## config.mk

```make
export PLATFORM = sky130hd
export DESIGN_NAME = sfr_queue
export DESIGN_NICKNAME = d
export VERILOG_FILES = /design/src/rtl/sfr_pkg.sv /design/src/rtl/sfr_queue.sv
export SDC_FILE = /design/constraint.sdc
export NUM_CORES = 1
export LEC_CHECK = 0
export BUFFER_PORTS_ARGS = -buffer_cell sky130_fd_sc_hd__buf_2
export CAP_MARGIN = 25
export CORE_ASPECT_RATIO = 1.25
export CORE_UTILIZATION = 51
export DETAILED_ROUTE_END_ITERATION = 10
export HOLD_SLACK_MARGIN = 0.03
export PLACE_DENSITY = 0.78
export SLEW_MARGIN = 10
export SYNTH_ARGS = -nofsm -noshare
export SYNTH_HDL_FRONTEND = slang
export SYNTH_SLANG_ARGS = --single-unit
export TNS_END_PERCENT = 10
```

## constraint.sdc

```tcl
create_clock -name clk -period 4.2 [get_ports clk]
set_clock_uncertainty 0.15 [all_clocks]
set_input_delay 0.84 -clock clk [delete_from_list [all_inputs] [get_ports clk]]
set_output_delay 0.84 -clock clk [all_outputs]
set_load 0.01 [all_outputs]
```

## src/rtl/sfr_pkg.sv

```systemverilog
// Shared types and constants for the split frame reassembler.
package sfr_pkg;

  localparam int FRAME_MAX_DEF    = 255;
  localparam int BUFFER_BYTES_DEF = 512;
  localparam int QUEUE_DEPTH_DEF  = 2;

  // Job field widths, sized for the largest supported configuration
  localparam int LEN_W  = 13;
  localparam int ADDR_W = 12;
  localparam int CNT_W  = 8;

  localparam logic CMD_PUSH = 1'b0;
  localparam logic CMD_READ = 1'b1;

  localparam int SPLIT_BIT = 0;

  typedef enum logic [2:0] {
    KIND_REJECT   = 3'd0,
    KIND_HELD     = 3'd1,
    KIND_READY    = 3'd2,
    KIND_OVERFLOW = 3'd3,
    KIND_READ     = 3'd4
  } kind_t;

  typedef enum logic [1:0] {
    JOB_RESULT = 2'd0,
    JOB_COPY   = 2'd1,
    JOB_READ   = 2'd2
  } job_op_t;

  // Work handed from the front end to the back end
  typedef struct packed {
    job_op_t               op;
    kind_t                 kind;
    logic [LEN_W-1:0]      length;
    logic [ADDR_W-1:0]     addr;
    logic [CNT_W-1:0]      count;
  } job_t;

endpackage

```

## src/rtl/sfr_queue.sv

```systemverilog
// Short job queue between the front end and the back end.
module sfr_queue #(
  parameter int DEPTH = sfr_pkg::QUEUE_DEPTH_DEF,
  localparam int AW = (DEPTH > 1) ? $clog2(DEPTH) : 1,
  localparam int CW = $clog2(DEPTH + 1)
) (
  input  logic          clk,
  input  logic          rst,
  input  logic          push,
  input  sfr_pkg::job_t din,
  output logic          full,
  input  logic          pop,
  output sfr_pkg::job_t dout,
  output logic          empty
);
  import sfr_pkg::*;

  job_t          slots [DEPTH];
  logic [AW-1:0] wr_ptr;
  logic [AW-1:0] rd_ptr;
  logic [CW-1:0] count;
  logic          do_push;
  logic          do_pop;

  assign full    = (count == CW'(DEPTH));
  assign empty   = (count == '0);
  assign do_push = push & ~full;
  assign do_pop  = pop & ~empty;
  assign dout    = slots[rd_ptr];

  // Slot storage
  always_ff @(posedge clk) begin
    if (do_push) begin
      slots[wr_ptr] <= din;
    end
  end

  // Pointers and fill count
  always_ff @(posedge clk) begin
    if (rst) begin
      wr_ptr <= '0;
      rd_ptr <= '0;
      count  <= '0;
    end else begin
      if (do_push) begin
        wr_ptr <= (wr_ptr == AW'(DEPTH - 1)) ? '0 : wr_ptr + 1'b1;
      end
      if (do_pop) begin
        rd_ptr <= (rd_ptr == AW'(DEPTH - 1)) ? '0 : rd_ptr + 1'b1;
      end
      if (do_push && !do_pop) begin
        count <= count + 1'b1;
      end else if (do_pop && !do_push) begin
        count <= count - 1'b1;
      end
    end
  end

endmodule

```

==> metrics.md <==
| Metric | Value |
|---|---|
| Die extent in x | `70.1 um` |
| Number of antenna violations at the first check in global routing | `0` |
| Endpoint class of the critical path | `primary output` |
| Post-synthesis instance area | `0.00296 sq mm` |
| Die outline height | `87.1 um` |
| CTS Buf Count | `9` |
| CTS tree | `built` |
| Worst min-delay path class | `reg -> reg` |
| Number of global-route vias before repair | `1476` |
| Clock edge transition at the registers on the reported setup and hold paths | `70 ps` |
| Number of fill cells in the layout | `390` |
| Synth-to-Final Area Change | `21.3%` |
| Most used cells in the layout excluding fill and tap cells | `81 x sky130_fd_sc_hd__buf_2, 76 x sky130_fd_sc_hd__edfxtp_1, 38 x sky130_fd_sc_hd__mux2_2` |
| Placer congestion estimate | `0.647` |
| Vias per cell | `5.08` |
| Max Clk Rate | `353 MHz` |
| Slew margin rel. | `38.5%` |
| Distinct cell type count after synthesis | `14` |
| Placed Cells incl. Taps | `285` |
| Layout cells sized above 1 | `57.4%` |
| Sink count of the clock tree | `81` |
| Cts hold-fix bufs | `0` |
| Remaining global-route overflow | `0` |
| Antenna cells | `0` |
| Flip-flop and latch count after synthesis | `81` |
| Detailed router's first-iteration violation count | `156` |
| Maximum fanout count along the critical path | `38` |
| Post-route ant nets | `0` |
| Sum Neg Setup Slack | `0 ps` |
| Starting utilization of the core area | `53.6%` |
| # setup viols final | `0` |
| Worst-path cell chain | `mux2_2, buf_2` |
| First-pass DRT Iterations | `4` |
| Overall global routing resource usage | `15.3%` |
| Average wire per cell in the routed design | `15.5 um` |
| Clock insertion delay at the later pin of the skew report | `330 ps` |
| Number of design rule violations left after detail routing | `0` |
| Cell with the largest stage delay on the worst path | `sky130_fd_sc_hd__dfxtp_2` |
| Final period utilization | `67.5%` |
| Number of warnings reported in the yosys synthesis log | `0` |
| CORE AREA | `0.00552 sq mm` |
| Resized Gates After CTS | `0` |
| Maximum clock insertion buffer count | `2` |
| Cell count after synthesis | `143` |
| Detailed Place HPWL | `2860 um` |
| Time the worst path needs with I/O delays and setup | `2830 ps` |
| Required arrival time at the worst endpoint | `3210 ps` |
| Number of ports placed on the die boundary | `82` |
| Run status | `complete, no violations` |
| Average cell area after synthesis | `20.7 sq um` |
| Site Rows | `30` |
| Global-route wire length before repair | `6780 um` |
| Maximum level of the CTS H-tree | `3` |
| Maximum resistive drop on vdd | `0.301 mV` |
| Overall routed net length | `4650 um` |
| # nets final | `275` |
| Port bufs | `81` |
| Data arrival at the endpoint of the critical path | `1840 ps` |
| Part of the Yosys area used for sequential elements | `80.6%` |
| Lkg Pwr | `1.36 nW` |
| Crit path kind | `reg -> out` |
| Crit path launch type | `register` |
| Number of buffers inserted by post-CTS setup repair | `0` |
| Most common cell after layout, fill and taps aside | `sky130_fd_sc_hd__buf_2` |
| Transition time at the pin with the least slew margin | `923 ps` |
| Final cell count without fillers | `301` |
| Count of endpoints failing hold in the final timing report | `0` |
| Buffer cell driving the clock tree root | `sky130_fd_sc_hd__clkbuf_8` |
| Die outline area | `0.00611 sq mm` |
| Final Max Slew Viols | `0` |
| DR vias | `1530` |
| Pin count of the biggest net entering global routing | `39` |
| Nets in the synthesized netlist | `186` |
| Power per cell area | `573 mW/mm^2` |
| Peak per-stage delay on the critical path | `940 ps` |
| Unrepaired setup endpoints after global routing | `false` |
| Count of max-cap constraint violations | `0` |
## worst max-delay path: cells and delay by family, from the launching register on
| family | cells | cell delay, ps |
|---|---|---|
| buffers and inverters | 1 | 140 |
| flip-flops | 1 | 940 |
| multiplexers | 1 | 420 |
## state kept, by name, indices dropped and copies added, names as in the netlist, named ones only
name,cells
slots,76
count,2
rd_ptr,1
wr_ptr,1
## through the flow
step                      hold slack [ps]  instance area [sq um]  worst slack (ps)  power [mW]  utilization (%)
after floorplan                       302                   2960              1660        1.43                -
after global placement                319                   3420              1690        1.60             62.0
after detailed placement              339                   3420              1700        1.61             62.0
after CTS                             349                   3580              1330        2.08             65.0
after global routing                  381                   3580              1270        2.15             65.0
final                                 355                   3580              1370        2.05             65.0
## path summary, 6_finish.rpt
kind	startpoint	to	slack, ps	cells past startpoint
worst min register to register	wr_ptr$_SDFFE_PP0P_	wr_ptr$_SDFFE_PP0P_	360	2
worst max register to register	count[0]$_SDFFE_PP0P_	slots[1][26]$_DFFE_PP_	2220	3
worst min-delay path	wr_ptr$_SDFFE_PP0P_	wr_ptr$_SDFFE_PP0P_	360	2
worst max-delay path	register	dout[9]	1370	2
## power by group
group / switching, mW / internal [mW]
Combinational: 0.236 / 0.252
Sequential: 0.0820 / 1.02
Clock: 0.258 / 0.207
Total: 0.576 / 1.48
## kinds of logic after synthesis
logic type	count (synthesis)	share of synthesized area [%]
buffers and inverters	6	1.19
AND/OR/NAND/NOR	9	1.57
adder cells (fa/ha/maj)	1	0.423
XOR/XNOR	3	0.889
flip-flops	81	80.6
AO/OA/AOI/OAI	5	0.847
multiplexers	38	14.5
## Yosys cell counts
master | instances | area share (%)
sky130_fd_sc_hd__buf_4 | 3 | 0.76
sky130_fd_sc_hd__and2_1 | 1 | 0.21
sky130_fd_sc_hd__edfxtp_1 | 76 | 77
sky130_fd_sc_hd__ha_1 | 1 | 0.42
sky130_fd_sc_hd__buf_2 | 1 | 0.17
sky130_fd_sc_hd__mux2_2 | 38 | 14
sky130_fd_sc_hd__inv_1 | 2 | 0.25
sky130_fd_sc_hd__a21oi_1 | 2 | 0.34
sky130_fd_sc_hd__nor2b_2 | 1 | 0.30
sky130_fd_sc_hd__dfxtp_1 | 5 | 3.4
sky130_fd_sc_hd__xor2_1 | 3 | 0.89
sky130_fd_sc_hd__o21ai_0 | 3 | 0.51
sky130_fd_sc_hd__nor2_1 | 5 | 0.64
sky130_fd_sc_hd__or3_1 | 2 | 0.42
## routing by layer
metal | part of all wire, % | routed length (um) | vias up | track usage, %
li1 | - | - | 734 | -
met1 | 40 | 1870 | 738 | 16.7
met2 | 53 | 2470 | 51 | 26.7
met3 | 5.2 | 241 | 7 | 3.70
met4 | 1.5 | 72 | 0 | 9.82
met5 | 0 | 0 | - | 0
## final cells by class
cell class	count	area, sq um	share of cell area, %
multi-input combinational	56	539	15.0
sequential	81	2380	66.5
tap	64	80.1	2.23
clock buffer	9	124	3.46
timing repair buffer	82	413	11.5
clock inverter	7	37.5	1.05
inverter	2	7.51	0.209
Note: power is estimated with default switching activity, not from simulation.
