--- src/rtl/sfr_pkg.sv ---
// Shared types and constants for the split frame reassembler.
package sfr_pkg;

  localparam int FRAME_MAX_DEF    = 255;
  localparam int BUFFER_BYTES_DEF = 512;
  localparam int QUEUE_DEPTH_DEF  = 2;

  // Job field widths, sized for the largest supported configuration
  localparam int LEN_W  = 13;
  localparam int ADDR_W = 12;
  localparam int CNT_W  = 8;

  localparam logic CMD_PUSH = 1'b0;
  localparam logic CMD_READ = 1'b1;

  localparam int SPLIT_BIT = 0;

  typedef enum logic [2:0] {
    KIND_REJECT   = 3'd0,
    KIND_HELD     = 3'd1,
    KIND_READY    = 3'd2,
    KIND_OVERFLOW = 3'd3,
    KIND_READ     = 3'd4
  } kind_t;

  typedef enum logic [1:0] {
    JOB_RESULT = 2'd0,
    JOB_COPY   = 2'd1,
    JOB_READ   = 2'd2
  } job_op_t;

  // Work handed from the front end to the back end
  typedef struct packed {
    job_op_t               op;
    kind_t                 kind;
    logic [LEN_W-1:0]      length;
    logic [ADDR_W-1:0]     addr;
    logic [CNT_W-1:0]      count;
  } job_t;

endpackage

--- src/rtl/sfr_ram.sv ---
// Generic single-write, single-read RAM with registered read data.
module sfr_ram #(
  parameter int WIDTH = 8,
  parameter int DEPTH = 256,
  localparam int AW = (DEPTH > 1) ? $clog2(DEPTH) : 1
) (
  input  logic             clk,
  input  logic             we,
  input  logic [AW-1:0]    waddr,
  input  logic [WIDTH-1:0] wdata,
  input  logic             re,
  input  logic [AW-1:0]    raddr,
  output logic [WIDTH-1:0] rdata
);

  logic [WIDTH-1:0] mem [DEPTH];

  always_ff @(posedge clk) begin
    if (we) begin
      mem[waddr] <= wdata;
    end
    if (re) begin
      rdata <= mem[raddr];
    end
  end

endmodule

--- src/rtl/sfr_back.sv ---
// Back end: runs jobs, copies staged payload into the packet buffer, reads.
module sfr_back #(
  parameter int FRAME_MAX    = sfr_pkg::FRAME_MAX_DEF,
  parameter int BUFFER_BYTES = sfr_pkg::BUFFER_BYTES_DEF,
  localparam int SAW = (FRAME_MAX - 1 > 1) ? $clog2(FRAME_MAX - 1) : 1
) (
  input  logic           clk,
  input  logic           rst,
  // Job queue
  input  logic           q_empty,
  output logic           q_pop,
  input  sfr_pkg::job_t  q_data,
  // Staging store read port
  output logic           stg_re,
  output logic [SAW-1:0] stg_raddr,
  input  logic [7:0]     stg_rdata,
  output logic           copy_done,
  // Result beats
  output logic           empty,
  input  logic           pop,
  output logic [2:0]     result_kind,
  output logic [9:0]     packet_length,
  output logic [7:0]     read_byte
);
  import sfr_pkg::*;

  localparam int BAW = (BUFFER_BYTES > 1) ? $clog2(BUFFER_BYTES) : 1;

  typedef enum logic [1:0] {
    B_IDLE,
    B_COPY,
    B_DRAIN,
    B_EMIT
  } state_t;

  state_t           state;
  job_t             job;
  logic [CNT_W-1:0] idx;
  logic             wr_pend;
  logic [BAW-1:0]   wr_addr;
  logic             out_valid;
  logic [2:0]       out_kind;
  logic [9:0]       out_len;
  logic [7:0]       out_byte;

  logic             out_free;
  logic             buf_re;
  logic [BAW-1:0]   buf_raddr;
  logic [7:0]       buf_rdata;

  assign out_free  = ~out_valid | pop;
  assign q_pop     = (state == B_IDLE) & ~q_empty;
  assign stg_re    = (state == B_COPY);
  assign stg_raddr = SAW'(idx);
  assign buf_re    = q_pop & (q_data.op == JOB_READ);
  assign buf_raddr = BAW'(q_data.addr);
  assign copy_done = (state == B_EMIT) & out_free & (job.op == JOB_COPY);

  assign empty         = ~out_valid;
  assign result_kind   = out_kind;
  assign packet_length = out_len;
  assign read_byte     = out_byte;

  // Packet buffer; each write lands in the cycle after its staging read
  sfr_ram #(
    .WIDTH (8),
    .DEPTH (BUFFER_BYTES)
  ) u_buffer (
    .clk   (clk),
    .we    (wr_pend),
    .waddr (wr_addr),
    .wdata (stg_rdata),
    .re    (buf_re),
    .raddr (buf_raddr),
    .rdata (buf_rdata)
  );

  // Job sequencer and result register
  always_ff @(posedge clk) begin
    if (rst) begin
      state     <= B_IDLE;
      wr_pend   <= 1'b0;
      out_valid <= 1'b0;
    end else begin
      wr_pend <= (state == B_COPY);
      // In B_EMIT a pop always frees the register, which is refilled below
      if (pop && out_valid && state != B_EMIT) begin
        out_valid <= 1'b0;
      end
      unique case (state)
        B_IDLE: begin
          if (!q_empty) begin
            job   <= q_data;
            idx   <= '0;
            state <= (q_data.op == JOB_COPY) ? B_COPY : B_EMIT;
          end
        end
        B_COPY: begin
          wr_addr <= BAW'(job.addr + ADDR_W'(idx));
          idx     <= idx + 1'b1;
          if (idx == job.count - 1'b1) begin
            state <= B_DRAIN;
          end
        end
        B_DRAIN: begin
          state <= B_EMIT;
        end
        B_EMIT: begin
          if (out_free) begin
            out_valid <= 1'b1;
            out_kind  <= job.kind;
            out_len   <= job.length[9:0];
            out_byte  <= (job.op == JOB_READ) ? buf_rdata : 8'd0;
            state     <= B_IDLE;
          end
        end
        default: begin
          state <= B_IDLE;
        end
      endcase
    end
  end

endmodule

--- config.mk ---
export PLATFORM = sky130hd
export DESIGN_NAME = sfr_back
export DESIGN_NICKNAME = d
export VERILOG_FILES = /design/src/rtl/sfr_pkg.sv /design/src/rtl/sfr_ram.sv /design/src/rtl/sfr_back.sv
export SDC_FILE = /design/constraint.sdc
export NUM_CORES = 2
export LEC_CHECK = 0
export BUFFER_PORTS_ARGS = -buffer_cell sky130_fd_sc_hd__clkbuf_2
export CAP_MARGIN = 20
export CORE_ASPECT_RATIO = 1.5
export CORE_UTILIZATION = 45
export CTS_CLUSTER_SIZE = 8
export DETAILED_ROUTE_END_ITERATION = 7
export MAX_ROUTING_LAYER = met4
export SETUP_SLACK_MARGIN = 0.5
export SYNTH_ARGS = -nofsm -noshare
export SYNTH_HDL_FRONTEND = slang
export SYNTH_HIERARCHICAL = 1
export SYNTH_SLANG_ARGS = --single-unit
--- constraint.sdc ---
create_clock -name clk -period 3.6 [get_ports clk]
set_clock_uncertainty 0.05 [all_clocks]
set_input_delay 1.08 -clock clk [delete_from_list [all_inputs] [get_ports clk]]
set_output_delay 1.08 -clock clk [all_outputs]
set_load 0.005 [all_outputs]
==> flow_summary_export.csv <==
group,metric,value,unit
status,outcome,"finished clean",
cells_and_area,drive_above_1_share,29.25,%
setup_path,worstPathMaxFanout,16,
cells_and_area,final_common_cell,"edfxtp_1",
pwr,p_per_area,560.2,nW/um2
setup_path,crit_family,"simple AND/OR/NAND/NOR gates",
cells_and_area,area_growth,19.86,%
setup_path,worst_path_largest_cell_delay,0.93,ns
setup_path,endpoint_kind,"flip-flop",
setup_path,path_cells,"nor3b_1 -> buf_4 -> nand2_1 -> nor2_1",
yosys,ys.flop_type,"edfxtp_1",
clock_network,cts_buffer_depth,4,
setup_path,rrSetupSlack,0.30,ns
floorplanning,fp.dieArea,365100,um2
placement,gp_congestion,0.9893,
hold_path,hold_class,"in -> reg",
hold_path,hold_path.startpoint,"q_data[28]",
drt,final_antenna_net_count,0,
clock_network,cts_tree,"yes",
timing,hold_viol,0,
pwr,p_sw_share,21.33,%
drt,firstDrtPassIters,6,
cells_and_area,finalNetCount,9718,
global_routing,grt-ovfl-total,0,
yosys,yosysUniqueCellTypes,66,
yosys,post_synth_inst_count,8244,
drt,drc,0,
floorplanning,die_x,493.7,um
floorplanning,rows,270,
setup_path,crit_required,4.08,ns
setup_path,reg2reg_from,"wr_addr[8]",
placement,hpwl,299900,um
timing,rsz0062_at_grt,"true",
pwr,combPwrFrac,6.0,%
setup_path,critPathKind,"reg -> reg",
timing,finalCritPeriodShare,91.59,%
yosys,synth_edf_count,4174,
drt,dr_total_vias,87534,
pwr,power.switching,23370,uW
hold_path,hold_end,"job[28]",
pwr,vdd_drop_max,0.3969,mV
setup_path,r2r_end,"u_buffer/mem[310][5]",
drt,drt_wl_total,458900,um
timing,min_period,3.297,ns
yosys,async_flop_share,0,%
global_routing,grt_usage,25.64,%
placement,port_buffers,76,
placement,dp_cells,13790,
timing,fmax,303.3,MHz
pwr,p_int,86210,uW
yosys,yosys_warnings,6,
setup_path,r2r.worst_path.cells,4,
timing,fin_setup_tns,0,ns
hold_path,hold_path_depth,1,
drt,vias_per_cell,6.041,
setup_path,crit_arrival,3.78,ns
global_routing,grt_pass1_vias,90957,
yosys,syn_avg_cell_area,19.80,um2
floorplanning,coreArea,360800,um2
yosys,synth_seq_cells,4178,
setup_path,cp_slowest_cell,"nor2_1",
cells_and_area,most-common-layout-cells,"edfxtp_1 (4,174), buf_4 (1,045), mux2i_1 (796)",
pwr,p_seq_share,49.2,%
clock_network,cts_buffers,596,
yosys,synthesis.area,163200,um2
yosys,yosysSeqAreaShare,76.85,%
clock_network,clock_tree.root_cell,"clkbuf_16",
pwr,p_clk_share,44.8,%
global_routing,grt_pass1_wl,651900,um
floorplanning,die_h,739.6,um
clock_network,clk_pin_slew,0.05,ns
setup_path,worst-path-buf-inv,1,
yosys,syn_nets,8309,
job,drv.max_cap_violation_count,0,
floorplanning,io_pins,83,
timing,final-setup-viol-count,0,
timing,maxSlewViolCount,0,
floorplanning,start_util,45.23,%
timing,tightest_slew,1.303,ns
drt,drt_iter0_drc,8703,
global_routing,grt_max_degree,106,
drt,wl_per_cell,31.67,um
clock_network,htreeDepth,6,
global_routing,antenna_found_initial,14,
cells_and_area,fin_cells,14489,
clock_network,clock_latency,0.98,ns
timing,slew-limit-headroom,13.12,%
clock_network,clock-sinks,4178,
setup_path,worst_setup_path_start_kind,"flip-flop",
clock_network,cts_hold_buf,0,
pwr,leakage,0.06474,uW
## metal layers
metal  global-route usage, %  routed length (um)  up-vias
li1                        -                   -    36844
met1                   28.65              161400    46172
met2                   44.55              245600     3560
met3                   3.296               25970      958
met4                   13.78               25990        0
met5                       -                   0        -
## logic make-up (layout without fill, tap and decap cells)
| family | count (synthesis) | count (layout) | share of synthesized area [%] |
|---|---|---|---|
| compound gates | 1007 | 1007 | 4.355 |
| xor+xnor | 22 | 22 | 0.1181 |
| fa+ha+maj | 15 | 15 | 0.1196 |
| buf+inv | 530 | 2003 | 1.844 |
| flops | 4178 | 4178 | 76.85 |
| mux | 1451 | 1451 | 13.91 |
| other cells | 0 | 12 | 0 |
| simple gates | 1041 | 1041 | 2.801 |
## per-stage QoR
stage | utilization [%] | hold slack [ns] | cell area [um2] | worst slack [ns] | power (uW)
finish | 54.22 | 0.2867 | 195600 | 0.3029 | 109600
global route | 54.21 | 0.2435 | 195600 | 0.3131 | 112300
CTS | 53.97 | 0.1978 | 194700 | 0.3791 | 110200
detailed placement | 49.44 | 0.3545 | 178400 | -1.098 | 61160
global placement | 49.44 | 0.3509 | 178400 | -1.338 | 61030
floorplan | - | 0.3503 | 163300 | 0.4801 | 57670
## cells in the mapped netlist, drive strengths merged (19+ instances only)
library cell,n,share of area (%)
a211oi,19,0.090
a21oi,199,0.61
a22oi,62,0.29
and2,35,0.13
buf,248,1.2
clkbuf,266,0.61
edfxtp,4174,77
mux2i,797,4.9
mux4,654,9.0
nand2,114,0.26
nand3,40,0.12
nand4,33,0.13
nor2,607,1.4
nor3,112,0.35
nor4,37,0.15
o21ai,125,0.38
o221ai,373,2.0
o22ai,163,0.62
## state kept, by name, summed over array words and instances, names as in the netlist
name / flops
u_buffer/rdata: 8
read_byte: 8
state: 2
wr_addr: 9
u_buffer/mem: 4096
job: 32
out_valid: 1
stg_raddr: 8
wr_pend: 1
packet_length: 10
result_kind: 3
## power groups by stage
stage	clock [uW]	sequential, uW	combinational (uW)
2_1_floorplan	0	54800	2890
3_3_place_gp	0	54800	6220
3_5_place_dp	0	54800	6340
4_1_cts	49800	53900	6440
5_1_grt	51600	53900	6800
6_report	49100	53900	6540
## what timing repair did
item / 4_1_cts / 5_1_grt
endpoints found under the hold margin: 0 / 0
cloned: 2 / 7
resized for setup: 95 / 136
setup buffers: 3 / 13
pin swaps: 7 / 20
setup endpoints to repair: 258 / 630
## area by class of cell
type                       count  area [um2]
multi-input combinational   3536       35750
timing repair buffer        1325       12490
clock inverter                36       521.8
fill                       27681      165200
antenna                       12       30.03
tap                         4760        5956
clock buffer                 626       15370
inverter                      16       67.56
sequential                  4178      125400
## worst max-delay path by stage
stage                          start                   end  slack (ns)  cells after the start
after global routing      wr_addr[8]  u_buffer/mem[305][0]        0.31                      4
after CTS                 wr_addr[7]  u_buffer/mem[131][5]        0.38                      4
final                     wr_addr[8]  u_buffer/mem[310][5]        0.30                      4
after global placement     q_data[8]     u_buffer/rdata[0]       -1.34                     12
after floorplan            q_data[8]     u_buffer/rdata[0]        0.48                      8
after detailed placement   q_data[8]     u_buffer/rdata[1]       -1.10                     13
(Power assumes the default switching activity.)
