--- config.mk ---
export PLATFORM = sky130hd
export DESIGN_NAME = sfr_front
export DESIGN_NICKNAME = d
export VERILOG_FILES = /design/src/rtl/sfr_pkg.sv /design/src/rtl/sfr_front.sv
export SDC_FILE = /design/constraint.sdc
export NUM_CORES = 1
export LEC_CHECK = 0
export ABC_AREA = 1
export BUFFER_PORTS_ARGS = -buffer_cell sky130_fd_sc_hd__buf_2
export CORE_MARGIN = 5
export CORE_UTILIZATION = 49
export CTS_BUF_LIST = sky130_fd_sc_hd__clkbuf_2
export CTS_CLUSTER_DIAMETER = 40
export DETAILED_ROUTE_END_ITERATION = 6
export PLACE_DENSITY_LB_ADDON = 0.12
export SKIP_CTS_REPAIR_TIMING = 1
export SYNTH_ARGS = -nofsm -noshare
export SYNTH_HDL_FRONTEND = slang
export SYNTH_SLANG_ARGS = --single-unit
--- constraint.sdc ---
create_clock -name clk -period 2.6 [get_ports clk]
set_input_delay 0.26 -clock clk [delete_from_list [all_inputs] [get_ports clk]]
set_output_delay 0.26 -clock clk [all_outputs]
set_load 0.02 [all_outputs]
--- src/rtl/sfr_pkg.sv ---
// Shared types and constants for the split frame reassembler.
package sfr_pkg;

  localparam int FRAME_MAX_DEF    = 255;
  localparam int BUFFER_BYTES_DEF = 512;
  localparam int QUEUE_DEPTH_DEF  = 2;

  // Job field widths, sized for the largest supported configuration
  localparam int LEN_W  = 13;
  localparam int ADDR_W = 12;
  localparam int CNT_W  = 8;

  localparam logic CMD_PUSH = 1'b0;
  localparam logic CMD_READ = 1'b1;

  localparam int SPLIT_BIT = 0;

  typedef enum logic [2:0] {
    KIND_REJECT   = 3'd0,
    KIND_HELD     = 3'd1,
    KIND_READY    = 3'd2,
    KIND_OVERFLOW = 3'd3,
    KIND_READ     = 3'd4
  } kind_t;

  typedef enum logic [1:0] {
    JOB_RESULT = 2'd0,
    JOB_COPY   = 2'd1,
    JOB_READ   = 2'd2
  } job_op_t;

  // Work handed from the front end to the back end
  typedef struct packed {
    job_op_t               op;
    kind_t                 kind;
    logic [LEN_W-1:0]      length;
    logic [ADDR_W-1:0]     addr;
    logic [CNT_W-1:0]      count;
  } job_t;

endpackage

--- src/rtl/sfr_front.sv ---
// Front end: takes beats, stages frame bytes, judges frames and issues jobs.
module sfr_front #(
  parameter int FRAME_MAX    = sfr_pkg::FRAME_MAX_DEF,
  parameter int BUFFER_BYTES = sfr_pkg::BUFFER_BYTES_DEF,
  localparam int SAW = (FRAME_MAX - 1 > 1) ? $clog2(FRAME_MAX - 1) : 1
) (
  input  logic           clk,
  input  logic           rst,
  // Input beats
  input  logic           push,
  output logic           full,
  input  logic           command,
  input  logic [7:0]     byte_value,
  input  logic           frame_end,
  input  logic [8:0]     read_index,
  // Staging store write port
  output logic           stg_we,
  output logic [SAW-1:0] stg_waddr,
  output logic [7:0]     stg_wdata,
  // Job queue
  output logic           q_push,
  output sfr_pkg::job_t  q_data,
  input  logic           q_full,
  input  logic           copy_done
);
  import sfr_pkg::*;

  localparam int LW  = $clog2(BUFFER_BYTES + 1);
  localparam int FCW = $clog2(FRAME_MAX + 2);
  localparam int SW  = ((LW > FCW) ? LW : FCW) + 1;

  logic [FCW-1:0] frame_count;
  logic [7:0]     frame_header;
  logic [LW-1:0]  stored_length;
  logic           held_valid;
  logic [3:0]     held_sequence;
  logic           copy_busy;

  logic [LW-1:0]  stored_length_next;
  logic           held_valid_next;
  logic [3:0]     held_sequence_next;

  logic           accept;
  logic           is_push;
  logic           bad_len;
  logic           split;
  logic [3:0]     seq;
  logic           seq_match;
  logic [SW-1:0]  sum;
  logic           idx_ok;

  // A push is held off while staged bytes still wait to be copied
  assign full    = q_full | copy_busy;
  assign accept  = push & ~full;
  assign is_push = (command == CMD_PUSH);

  // Staging store write
  assign stg_we    = accept & is_push & (frame_count != '0) &
                     (frame_count < FCW'(FRAME_MAX));
  assign stg_waddr = SAW'(frame_count - 1'b1);
  assign stg_wdata = byte_value;

  // Frame judgement; frame_count equals the payload size at the last beat
  assign bad_len   = (frame_count == '0) || (frame_count >= FCW'(FRAME_MAX));
  assign split     = frame_header[SPLIT_BIT];
  assign seq       = frame_header[7:4];
  assign seq_match = split & held_valid & (held_sequence == seq);
  assign sum       = SW'(stored_length) + SW'(frame_count);
  assign idx_ok    = 32'(read_index) < 32'(stored_length);

  assign q_push = accept & ((command == CMD_READ) | frame_end);

  // Job build and next held state
  always_comb begin
    stored_length_next = stored_length;
    held_valid_next    = held_valid;
    held_sequence_next = held_sequence;
    q_data.op          = JOB_RESULT;
    q_data.kind        = KIND_REJECT;
    q_data.addr        = '0;
    q_data.count       = CNT_W'(frame_count);
    if (command == CMD_READ) begin
      q_data.kind = KIND_READ;
      q_data.addr = ADDR_W'(read_index);
      if (idx_ok) begin
        q_data.op = JOB_READ;
      end
    end else if (bad_len) begin
      q_data.kind = KIND_REJECT;
    end else if (seq_match) begin
      if (sum > SW'(BUFFER_BYTES)) begin
        q_data.kind        = KIND_OVERFLOW;
        stored_length_next = '0;
        held_valid_next    = 1'b0;
      end else begin
        q_data.op          = JOB_COPY;
        q_data.kind        = KIND_READY;
        q_data.addr        = ADDR_W'(stored_length);
        stored_length_next = LW'(sum);
        held_valid_next    = 1'b0;
      end
    end else if (SW'(frame_count) > SW'(BUFFER_BYTES)) begin
      q_data.kind        = KIND_OVERFLOW;
      stored_length_next = '0;
      held_valid_next    = 1'b0;
    end else begin
      q_data.op          = JOB_COPY;
      stored_length_next = LW'(frame_count);
      if (split) begin
        q_data.kind        = KIND_HELD;
        held_valid_next    = 1'b1;
        held_sequence_next = seq;
      end else begin
        q_data.kind     = KIND_READY;
        held_valid_next = 1'b0;
      end
    end
    q_data.length = LEN_W'(stored_length_next);
  end

  // Header register
  always_ff @(posedge clk) begin
    if (accept && is_push && frame_count == '0) begin
      frame_header <= byte_value;
    end
  end

  // Frame and packet control state
  always_ff @(posedge clk) begin
    if (rst) begin
      frame_count   <= '0;
      stored_length <= '0;
      held_valid    <= 1'b0;
      held_sequence <= '0;
      copy_busy     <= 1'b0;
    end else begin
      if (copy_done) begin
        copy_busy <= 1'b0;
      end
      if (accept && is_push) begin
        if (!frame_end) begin
          if (frame_count != FCW'(FRAME_MAX + 1)) begin
            frame_count <= frame_count + 1'b1;
          end
        end else begin
          frame_count   <= '0;
          stored_length <= stored_length_next;
          held_valid    <= held_valid_next;
          held_sequence <= held_sequence_next;
          if (q_data.op == JOB_COPY) begin
            copy_busy <= 1'b1;
          end
        end
      end
    end
  end

endmodule

==> results_dict.tcl <==
set metrics [dict create \
    synth.area.top_cells "dfxtp_1 (18%), nand2_1 (16%), ha_1 (9.2%), inv_1 (7.0%), buf_4 (5.8%)" \
    drc 0 \
    final_area_mm2 0.00363 \
    synth_edf_count 5 \
    placed_cell_area_mm2 0.00323 \
    ys.flop_type "dfxtp_1" \
    rsz0062_at_grt "yes" \
    synth_area_per_cell_um2 6.57 \
    htree_levels 2 \
    track_usage_pct 21.6 \
    synth.ff_latch_count 30 \
    holdCritStartpoint "byte_value[4]" \
    maxCapViolCount 0 \
    routedWlPerCell_um 13.8 \
    drtIter0Drc 146 \
    cts_buffers 5 \
    p_int_mw 0.653 \
    powerDensity_mw_per_mm2 281 \
    initial_core_util_pct 51.0 \
    finalCritPeriodShare_pct 118 \
    io_buffer_count 69 \
    startpoint_type "register" \
    critPathKind "reg -> out" \
    row_count 27 \
    via_count 2976 \
    cts_tree "yes" \
    cts_root_buf "clkbuf_2" \
    place_ws_ns -0.0577 \
    cp.arrival_ns 2.80 \
    gp_congestion 0.894 \
    async_flop_share_pct 0 \
    vias_per_cell 5.13 \
    r2r_start "frame_count[0]" \
    synth.most_common_cell "nand2_1" \
    die_h_um 86.2 \
    yosysSeqAreaShare_pct 22.9 \
    grt_pass1_wl_mm 12.9 \
    cts.sinks 30 \
    post-dp-hpwl_mm 6.41 \
    hold_path.class "in -> reg" \
    ff2ff_path_depth 16 \
    die_area_mm2 0.00743 \
    synth_common_cells "nand2_1 (122), inv_1 (53), nor2_1 (34), nand3_1 (33), a21oi_1 (27)" \
    nets 553 \
    worstPathRequired_ns 2.34 \
    clock_path_buffers 2 \
    grt_max_degree 13 \
    leakagePower_nw 1.78 \
    clk_pin_slew_ns 0.20 \
    fin_crit_ns 3.06 \
    holdPathStages 1 \
    worstPathCellList "ha_4, inv_2, fa_2, nand2_1, nor2_1, nand3_1, nor2_1, nand2_1, nor2_2, nand3_4, nand2_8, clkinv_8, o31ai_4, buf_6" \
    vdd_drop_max_uv 207 \
    final-hold-violation-count 0 \
    reg2reg_to "stored_length[2]" \
    max_stage_delay_ns 0.52 \
    grt_pass1_vias 2766 \
    synth_area_leader_cell "dfxtp_1" \
    insertion_delay_ns 0.40 \
    swShare_pct 36.0 \
    clockPowerShare_pct 24.5 \
    setup_violations 22 \
    reg2reg_slack_ns 0.22 \
    outcome "finished with violations" \
    grt.overflow.total 0 \
    area_growth_syn_to_layout_pct 27.5 \
    antenna_found_initial 0 \
    synth.cell_area_mm2 0.00284 \
    seqPwrFrac_pct 47.3 \
    violations "setup timing" \
    fmax_mhz 327 \
    synthCells 433 \
    num_antenna_cells 0 \
    first_pass_iters 4 \
    path_max_fanout 6 \
    core_mm2 0.00557 \
    timing.final.ws_setup_ns -0.457 \
    cp_slowest_cell "fa_2" \
    die_w_um 86.2 \
    synthDistinctLibCells 40 \
    drv_slew 0 \
    pwr-share-comb_pct 28.1 \
    yosysWarnings 0 \
    fin_util_pct 65.1 \
    drive_above_1_share_pct 30.7 \
    min_to "frame_header[4]" \
    drt.antenna.violating_nets 0 \
    end_kind "primary output" \
    fin_skew_ns 0.0297 \
    routed_wirelength_mm 8.03 \
    yosysTopAreaCellShare_pct 17.6 \
    p_switching_mw 0.368 \
    io_pins 81 \
]
[state kept, by name, indices dropped and copies added (netlist names)]
| name | cells |
|---|---|
| copy_busy | 1 |
| frame_count | 9 |
| held_valid | 1 |
| frame_header | 5 |
| held_sequence | 4 |
| stored_length | 10 |
[power by group through the flow]
stage / clock, mW / sequential [mW] / combinational, mW
3_5_place_dp: 0 / 0.492 / 0.254
2_1_floorplan: 0 / 0.494 / 0.189
4_1_cts: 0.251 / 0.482 / 0.255
3_3_place_gp: 0 / 0.492 / 0.251
5_1_grt: 0.271 / 0.484 / 0.315
6_report: 0.250 / 0.483 / 0.287
[layout by cell type (no fill, tap or decap), types with 4 or more instances in the layout]
master	instances
buf_6	16
nor3_1	6
xor2_1	6
nand3_1	27
edfxtp_1	5
ha_1	18
dfxtp_1	23
a21oi_1	25
nand2_2	9
nand3_2	6
conb_1	5
nand4_1	4
clkbuf_2	5
nand2_1	117
nor2_1	33
inv_1	51
o31ai_4	8
o21ai_0	13
buf_2	47
buf_4	27
inv_2	7
a21boi_2	4
[metal layers]
| metal | wire (um) | up-vias | track usage, % |
|---|---|---|---|
| li1 | - | 1534 | - |
| met1 | 3440 | 1350 | 28.3 |
| met2 | 4020 | 82 | 36.8 |
| met3 | 453 | 10 | 4.28 |
| met4 | 112 | 0 | 5.10 |
| met5 | 0 | - | 0 |
[worst max-delay path, delay by kind of cell (launching register included)]
family / cells / cell delay [ns]
AND/OR/NAND/NOR: 8 / 0.85
adder cells (fa/ha/maj): 2 / 0.66
flip-flops: 1 / 0.41
buffers and inverters: 3 / 0.28
AO/OA/AOI/OAI: 1 / 0.19
[through the flow]
stage               power [mW]  hold WS (ns)  TNS, ns  std cells
detailed placement       0.746         0.449   -0.368        568
global placement         0.742         0.447        0        568
finish                    1.02        0.0497    -8.93        580
CTS                      0.988        0.0345   -10.17        576
global route              1.07        0.0155   -12.56        580
floorplan                0.682         0.329   -0.339        437
[how the worst max path moves through the flow]
| stage | cells after the start | endpoint | slack, ns | start |
|---|---|---|---|---|
| 2_1_floorplan | 17 | q_data[10] | -0.05 | frame_count[0] |
| 5_1_grt | 14 | q_data[13] | -0.61 | frame_count[0] |
| 4_1_cts | 17 | q_data[13] | -0.54 | frame_count[0] |
| 3_5_place_dp | 17 | q_data[13] | -0.06 | frame_count[0] |
| 3_3_place_gp | 17 | q_data[11] | 0.04 | frame_count[0] |
| 6_report | 14 | q_data[11] | -0.46 | frame_count[0] |
[final cells by class]
| class | instances | area, um2 |
|---|---|---|
| Clock inverter | 3 | 16.3 |
| Tap cell | 72 | 90.1 |
| Sequential cell | 30 | 653 |
| Timing Repair Buffer | 90 | 618 |
| Multi-Input combinational cell | 319 | 1970 |
| Fill cell | 515 | 1950 |
| Clock buffer | 5 | 25.0 |
| Inverter | 60 | 240 |
| Timing Repair inverter | 1 | 11.3 |
[cell families (layout without fill, tap and decap cells)]
| kind of cell | Yosys count | count (layout) | synth area share (%) |
|---|---|---|---|
| buffers and inverters | 89 | 159 | 15.5 |
| DFF | 30 | 30 | 22.9 |
| xor gates and xnor gates | 7 | 7 | 2.16 |
| and+or+nand+nor | 212 | 213 | 31.8 |
| other | 1 | 5 | 0.132 |
| AOI/OAI and AO/OA | 72 | 72 | 17.6 |
| adders and majority gates | 22 | 22 | 9.94 |
Note: power is estimated with default switching activity, not from simulation.
